## src/sv/fmso_ram.sv

```systemverilog
// ----------------------------------------------------------------------------
// fmso_ram
// Generic single-port-write, single-port-read RAM with registered read data.
// ----------------------------------------------------------------------------
module fmso_ram #(
	parameter int unsigned WIDTH = 32,
	parameter int unsigned DEPTH = 16
) (
	input  logic                     clk,
	input  logic                     we,
	input  logic [$clog2(DEPTH)-1:0] waddr,
	input  logic [WIDTH-1:0]         wdata,
	input  logic                     re,
	input  logic [$clog2(DEPTH)-1:0] raddr,
	output logic [WIDTH-1:0]         rdata
);

	logic [WIDTH-1:0] mem [DEPTH];

	// Write port
	always_ff @(posedge clk) begin
		if (we)
			mem[waddr] <= wdata;
	end

	// Registered read port
	always_ff @(posedge clk) begin
		if (re)
			rdata <= mem[raddr];
	end

endmodule

```

## config.mk

```make
export PLATFORM = sky130hd
export DESIGN_NAME = fmso_ram
export DESIGN_NICKNAME = d
export VERILOG_FILES = /design/src/sv/fmso_ram.sv
export SDC_FILE = /design/constraint.sdc
export NUM_CORES = 1
export LEC_CHECK = 0
export ABC_AREA = 0
export BUFFER_PORTS_ARGS = -buffer_cell sky130_fd_sc_hd__buf_2
export CORE_AREA = 3 3 245 247
export CTS_BUF_LIST = sky130_fd_sc_hd__clkbuf_8 sky130_fd_sc_hd__clkbuf_16
export DETAILED_ROUTE_END_ITERATION = 12
export DIE_AREA = 0 0 248 250
export HOLD_SLACK_MARGIN = 0.08
export PLACE_DENSITY = 0.53
export SETUP_SLACK_MARGIN = 0.02
export SKIP_CTS_REPAIR_TIMING = 1
export SYNTH_ARGS = -nofsm -noshare
export SYNTH_HDL_FRONTEND = slang
export SYNTH_SLANG_ARGS = --single-unit
export TNS_END_PERCENT = 30
```

## constraint.sdc

```tcl
create_clock -name clk -period 4.3 [get_ports clk]
set_clock_uncertainty 0.15 [all_clocks]
set_input_delay 0.645 -clock clk [delete_from_list [all_inputs] [get_ports clk]]
set_output_delay 0.645 -clock clk [all_outputs]
set_load 0.01 [all_outputs]
```

==> impl_metrics.json <==
{
  "status": "finished clean",
  "synth_fp_nets": 881,
  "vias": 9114,
  "yosys-top-cells-count": "544 x edfxtp_1, 128 x mux4_2, 64 x a22oi_1",
  "fin_tns_setup_ps": 0,
  "clk_pin_slew_ps": 70,
  "worstPathArrival_ps": 2400,
  "synth_top_area_share_pct": 81.0,
  "cp_max_fo": 44,
  "yosys.area_share.simple_pct": 1.25,
  "clk_path_buf_depth": 3,
  "drv_cap": 0,
  "cts_tree": "yes",
  "syn_area_sq_um": 20200,
  "ys_seq_area_share_pct": 81.0,
  "synth_top_family_by_area": "multiplexers",
  "grt_max_degree": 56,
  "num_rows": 88,
  "area_delta_synth_final_pct": 15.6,
  "worstReg2RegStart": "mem[0][1]",
  "ir_drop_mv": 0.256,
  "required_ps": 4490,
  "rsz0062_at_grt": "false",
  "vias_per_cell": 5.17,
  "worstMarginPinSlew_ps": 899,
  "die_area_sq_um": 62000,
  "r2r_end": "rdata[1]",
  "die_x_um": 248,
  "fin_area_sq_um": 23300,
  "period_needed_ps": 2210,
  "final.period_utilization_pct": 51.5,
  "synth.most_common_cell": "edfxtp_1",
  "synth_fa_ha_area_share_pct": 0,
  "hold_start": "wdata[30]",
  "dp_slack_ps": 1420,
  "grt_pass1_vias": 9806,
  "synthArstFlopShare_pct": 0,
  "end_kind": "register",
  "hold_viol_final": 0,
  "power.density_nw_per_um2": 467,
  "grt_util_all_layers_pct": 15.2,
  "synth-compound-area-share_pct": 2.38,
  "hpwl_um": 23500,
  "holdPathEnd": "mem[7][30]",
  "drive_above_1_share_pct": 32.6,
  "reg2reg_slack_ps": 2650,
  "clockRootBuffer": "clkbuf_16",
  "pin_count": 75,
  "post-route-util_pct": 40.4,
  "critPathLaunchType": "input port",
  "grt_pass1_wl_um": 68100,
  "htree_levels": 2,
  "reg2regPathDepth": 3,
  "clock_latency_ps": 590,
  "p_leak_uw": 0.00738,
  "synth_xor_area_share_pct": 0,
  "worst_slack_ps": 2090,
  "synth_area_leaders": "edfxtp_1 81%, mux4_2 14%, a22oi_1 2.4%",
  "drc": 0,
  "die_h_um": 250,
  "place.gp.congestion": 0.675,
  "fin_nets": 998,
  "ys_ff_latch": 544,
  "synth_cells": 838,
  "relSlewSlack_pct": 39.9,
  "start_util_pct": 34.9,
  "maxSlewViolCount": 0,
  "synthMuxAreaShare_pct": 14.3,
  "yosys_most_used_dff": "edfxtp_1",
  "io_buffers": 74,
  "dr.pass1.iters": 4,
  "synth_edf_count": 544,
  "yosys.cell_types.count": 17,
  "antenna_found_initial": 1,
  "hold_depth": 1,
  "route.final.wire_length_um": 45900,
  "ant_nets": 0,
  "grt-ovfl-total": 0,
  "drt_iter0_drc": 857,
  "cts.sinks": 544,
  "synth_top_cell_by_area": "edfxtp_1",
  "setup_viol": 0,
  "cts_buffers": 53,
  "crit_type": "in -> reg",
  "hold_class": "in -> reg",
  "avgSynthCellArea_sq_um": 24.1,
  "wl_per_cell_um": 26.0,
  "synth_warnings": 0,
  "core_sq_um": 57800,
  "dpl-instance-area_sq_um": 21700,
  "fmax_ghz": 0.452
}
## sequential cells by signal, summed over array words and instances, names as in the netlist
signal / count
mem: 512
rdata: 32
## final cells by class
type / instances / area [sq um]
Fill cell: 5051 / 34500
Timing Repair Buffer: 105 / 656
Tap cell: 765 / 957
Sequential cell: 544 / 16300
Clock inverter: 42 / 273
Antenna cell: 3 / 7.51
Clock buffer: 54 / 1350
Multi-Input combinational cell: 251 / 3750
## where the power goes
group          switching, uW  leakage [uW]  total [uW]  internal, uW
logic                    321       0.00160         531           210
clock network           1910      0.000835        4350          2450
registers               35.0       0.00494        6010          5970
## worst max-delay path: stages
cell and delay, ps:
clkbuf_8 470, buf_12 330, mux4_2 540, a22oi_1 260, nand2_1 100
## stage by stage
step	cells	power, uW	hold WS, ps
after CTS	1761	11000	233
after global placement	1665	6660	575
after floorplan	838	6410	560
final	1764	10900	278
after detailed placement	1665	6670	587
after global routing	1761	11300	255
## layout by cell type (no fill, tap or decap)
cell type,instances
buf_12,3
nand3_1,1
nor2b_4,2
buf_6,1
clkinvlp_4,3
or3b_2,1
diode_2,3
clkinv_8,1
clkbuf_16,54
buf_4,28
nor3_2,4
and2_2,1
bufinv_16,3
buf_2,72
a22oi_1,64
clkinv_2,10
nor2_4,13
inv_1,11
mux4_2,128
edfxtp_1,544
nand2_1,33
clkbuf_8,1
nand3b_1,2
clkinv_1,14
nand2b_1,2
## kinds of logic after synthesis
kind of cell | count (synthesis)
AOI/OAI and AO/OA | 64
DFF | 544
buffers and inverters | 43
muxes | 128
and+or+nand+nor | 59
## how the worst max path moves through the flow
| stage | slack [ps] | startpoint | end |
|---|---|---|---|
| floorplan | 330 | waddr[2] | mem[0][0] |
| global placement | 1400 | raddr[0] | rdata[28] |
| detailed placement | 1420 | raddr[0] | rdata[1] |
| CTS | 2040 | raddr[0] | rdata[9] |
| global route | 1930 | raddr[0] | rdata[6] |
| finish | 2090 | raddr[0] | rdata[1] |
## metal layers
layer	GRT usage [%]	routed length [um]	up-vias
met5	0	0	-
met4	3.05	667	0
met3	3.57	2660	61
met2	23.7	21700	215
met1	21.8	20900	5000
li1	-	-	3838
Power figures use the tool's default switching activity.
