File: src/sv/fmso_mul.sv
// ----------------------------------------------------------------------------
// fmso_mul
// Shared signed 32x32 multiplier with a registered product.
// ----------------------------------------------------------------------------
module fmso_mul (
	input  logic               clk,
	input  logic signed [31:0] a,
	input  logic signed [31:0] b,
	output logic signed [63:0] prod
);

	// One product per cycle, registered
	always_ff @(posedge clk) begin
		prod <= a * b;
	end

endmodule

File: config.mk
export PLATFORM = sky130hd
export DESIGN_NAME = fmso_mul
export DESIGN_NICKNAME = d
export VERILOG_FILES = /design/src/sv/fmso_mul.sv
export SDC_FILE = /design/constraint.sdc
export NUM_CORES = 2
export LEC_CHECK = 0
export BUFFER_PORTS_ARGS = -buffer_cell sky130_fd_sc_hd__buf_4
export CORE_ASPECT_RATIO = 0.6
export CORE_UTILIZATION = 35
export CTS_BUF_LIST = sky130_fd_sc_hd__clkbuf_8
export DETAILED_ROUTE_END_ITERATION = 8
export SETUP_SLACK_MARGIN = 0.4
export SYNTH_ARGS = -nofsm -noshare
export SYNTH_HDL_FRONTEND = slang
export SYNTH_SLANG_ARGS = --single-unit
File: constraint.sdc
create_clock -name clk -period 17.7 [get_ports clk]
set_clock_uncertainty 0.1 [all_clocks]
set_input_delay 1.77 -clock clk [delete_from_list [all_inputs] [get_ports clk]]
set_output_delay 1.77 -clock clk [all_outputs]
set_load 0.005 [all_outputs]
==> impl_metrics.env <==
export IMPL_yosys_cell_types_count=63
export IMPL_cts_tree="yes"
export IMPL_wl_mm=110
export IMPL_first_iter_violations=2026
export IMPL_synthTopCellsByArea="fa_1 58%, inv_1 9.6%, and2_1 8.7%"
export IMPL_rsz0062_at_grt="no"
export IMPL_fmax_mhz=101
export IMPL_grt_ovfl_total=0
export IMPL_critPathCaptureType="register"
export IMPL_status="finished, final reports clean"
export IMPL_path_cells="buf_4, nand2_1, fa_1, fa_1, fa_1, fa_1, inv_1, fa_1, inv_1, fa_1, inv_1, fa_1, fa_1, ha_1, nand4_1, nor2_1, nor3_1, o21ai_0, a21oi_1, o211ai_1, a2111oi_1, o21bai_1, a21oi_1, xnor2_1"
export IMPL_place_ws_ns=7.43
export IMPL_routedWlPerCell_um=21.1
export IMPL_tightest_slew_ns=1.25
export IMPL_hold_buffers=0
export IMPL_antenna_found_initial=3
export IMPL_grt_pass1_wl_mm=173
export IMPL_path_class="in2reg"
export IMPL_drcViolationCount=0
export IMPL_largest_register="prod"
export IMPL_worstSetupStartpointType="primary input"
export IMPL_viasPerCell=4.80
export IMPL_top_regs="prod: 64 flops"
export IMPL_dp_hpwl_mm=92.8
export IMPL_initial_core_util_pct=35.4
export IMPL_ctsRootBufferMaster="clkbuf_8"
export IMPL_cts_setup_buffers=0
export IMPL_worstHoldStart="b[0]"
export IMPL_wl_met1_mm=53.3
export IMPL_cp_slowest_cell="nor3_1"
export IMPL_finalSetupViolCount=0
export IMPL_whs_ns=1.69
export IMPL_clockBufferDepth=2
export IMPL_areaGrowthSynthToFinish_pct=5.93
export IMPL_largest_register_ffs=64
export IMPL_yosysWarningCount=0
export IMPL_synth_largest_area_cell="fa_1"
export IMPL_dp_cells=5224
export IMPL_synth_cells=3884
export IMPL_top_layer="met5"
export IMPL_rows=92
export IMPL_cp_common_cell="fa_1"
export IMPL_fp_dieH_um=255
export IMPL_worst_ep_arrival_time_ns=10.21
export IMPL_min_period_ns=9.93
export IMPL_gp_congestion=0.921
export IMPL_slew_viol_final=0
export IMPL_slowest_delay_ns=0.77
export IMPL_fin_crit_sh_pct=56.1
export IMPL_cts_sinks=64
export IMPL_synth_area_per_cell_um2=9.59
export IMPL_layout_setup_ws_ns=7.77
export IMPL_slew_headroom_pct=16.7
export IMPL_hold_violations=0
export IMPL_nNetsFinal=5156
export IMPL_clk_pin_slew_ns=0.09
export IMPL_ant_nets=0
export IMPL_ios=129
export IMPL_synth_seq_cells=64
export IMPL_htree_levels=3
export IMPL_track_usage_pct=21.7
export IMPL_final_cells=5242
export IMPL_met2_length_mm=37.7
export IMPL_grt_start_max_net_pins=33
export IMPL_dr_total_vias=25100
export IMPL_cp_required_ns=17.97
export IMPL_dieArea_mm2=0.108
export IMPL_critPathLaunch="a[16]"
export IMPL_die_w_um=423
export IMPL_synth_edff_count=0
export IMPL_synthArstFlopShare_pct=0
export IMPL_fin_tns_setup_ns=0
export IMPL_synth_largest_type_area_fraction_pct=58.2
export IMPL_cp_max_fo=32
export IMPL_netlist_area_mm2=0.0372
export IMPL_core_area_mm2=0.105
export IMPL_ys_seq_area_share_pct=3.44
export IMPL_maxCapViolCount=0
export IMPL_drive_gt1_share_pct=4.41
export IMPL_wl_met3_mm=18.8
export IMPL_dr_pass1_iters=5
export IMPL_port_buffers=128
export IMPL_synth_flop_cell="dfxtp_1"
export IMPL_syn_num_nets=5215
export IMPL_min_delay_path_class="in2reg"
export IMPL_cts_made_buffers=9
export IMPL_grt_pass1_vias=26800
export IMPL_cts_resized=0
synthesized netlist by cell type, drive strengths merged (2+ instances only):
master and n:
a2111oi 2, a211oi 8, a21boi 3, a21o 25, a21oi 68, a31oi 13
and2 516, and3 9, and4 4, buf 5, clkbuf 195, dfxtp 64
fa 1082, ha 184, inv 952, nand2 511, nand2b 9, nand3 15
nand3b 2, nand4 7, nor2 42, nor2b 3, nor3 7, nor4 2
o211ai 3, o21a 4, o21ai 31, o21bai 15, o22a 2, o31a 2
o31ai 7, or3 5, xnor2 53, xor2 22
layout by cell type, fill, tap and decap left out, types with 2 or more instances in the layout:
cell type     n
a211oi_1      4
o21ai_2       2
and4_1        3
a21o_2        2
fa_1       1082
a211oi_2      3
or3_1         4
nor2_1       42
o22a_1        2
xnor2_1      53
diode_2       2
o211ai_1      3
inv_1       952
nand2_1     511
a21o_1       23
a21oi_1      68
and2_1      516
o21bai_1     15
o21ai_0      28
nand3_1      15
nor3_1        6
a21boi_0      3
buf_4       130
o21a_1        4
dfxtp_1      64
clkinv_2      2
a31oi_1      12
clkbuf_8      9
and3_1        7
ha_1        184
nor2b_1       3
bufinv_16     2
xor2_1       22
nand4_1       7
o31ai_1       6
nand2b_1      9
final cells by class:
| cell class | instances | area (um^2) |
|---|---|---|
| Fill cell | 10700 | 65800 |
| Multi-Input combinational cell | 2668 | 31600 |
| Inverter | 952 | 3570 |
| Tap cell | 1410 | 1760 |
| Sequential cell | 64 | 1280 |
| Timing Repair Buffer | 130 | 976 |
| Clock buffer | 9 | 124 |
| Clock inverter | 7 | 95.1 |
| Antenna cell | 2 | 5.00 |
per-layer routing:
metal	up-vias	global-route usage, %
li1	10900	-
met1	13100	33.6
met2	1114	24.9
met3	40	13.2
met4	4	2.41
met5	-	0
kinds of logic (layout without fill, tap and decap cells):
kind of cell	count (synthesis)	in the layout	share of synthesized area, %
other cells	0	2	0
xor+xnor	75	75	1.76
simple gates	1134	1134	15.4
buf+inv	1152	1098	11.6
fa+ha+maj	1266	1266	64.3
compound gates	193	193	3.46
flops	64	64	3.44
critical path, delay by kind of cell:
family | cells | cell delay (ns)
AOI/OAI and AO/OA | 6 | 1.74
and+or+nand+nor | 4 | 1.54
adders and majority gates | 9 | 4.49
xor gates and xnor gates | 1 | 0.12
buffers and inverters | 4 | 0.49
stage by stage:
| step | util [%] | cell area, um^2 |
|---|---|---|
| global route | 37.5 | 39400 |
| CTS | 37.5 | 39400 |
| floorplan | - | 37200 |
| global placement | 37.3 | 39200 |
| detailed placement | 37.3 | 39200 |
| finish | 37.5 | 39500 |
final timing paths:
| check | endpoint | depth (start not counted) |
|---|---|---|
| max | prod[60] | 24 |
| min | prod[0] | 2 |
Power is left out: the tool's default activity adds up to more than one toggle a clock period on the data nets, which glitch-free logic cannot reach.
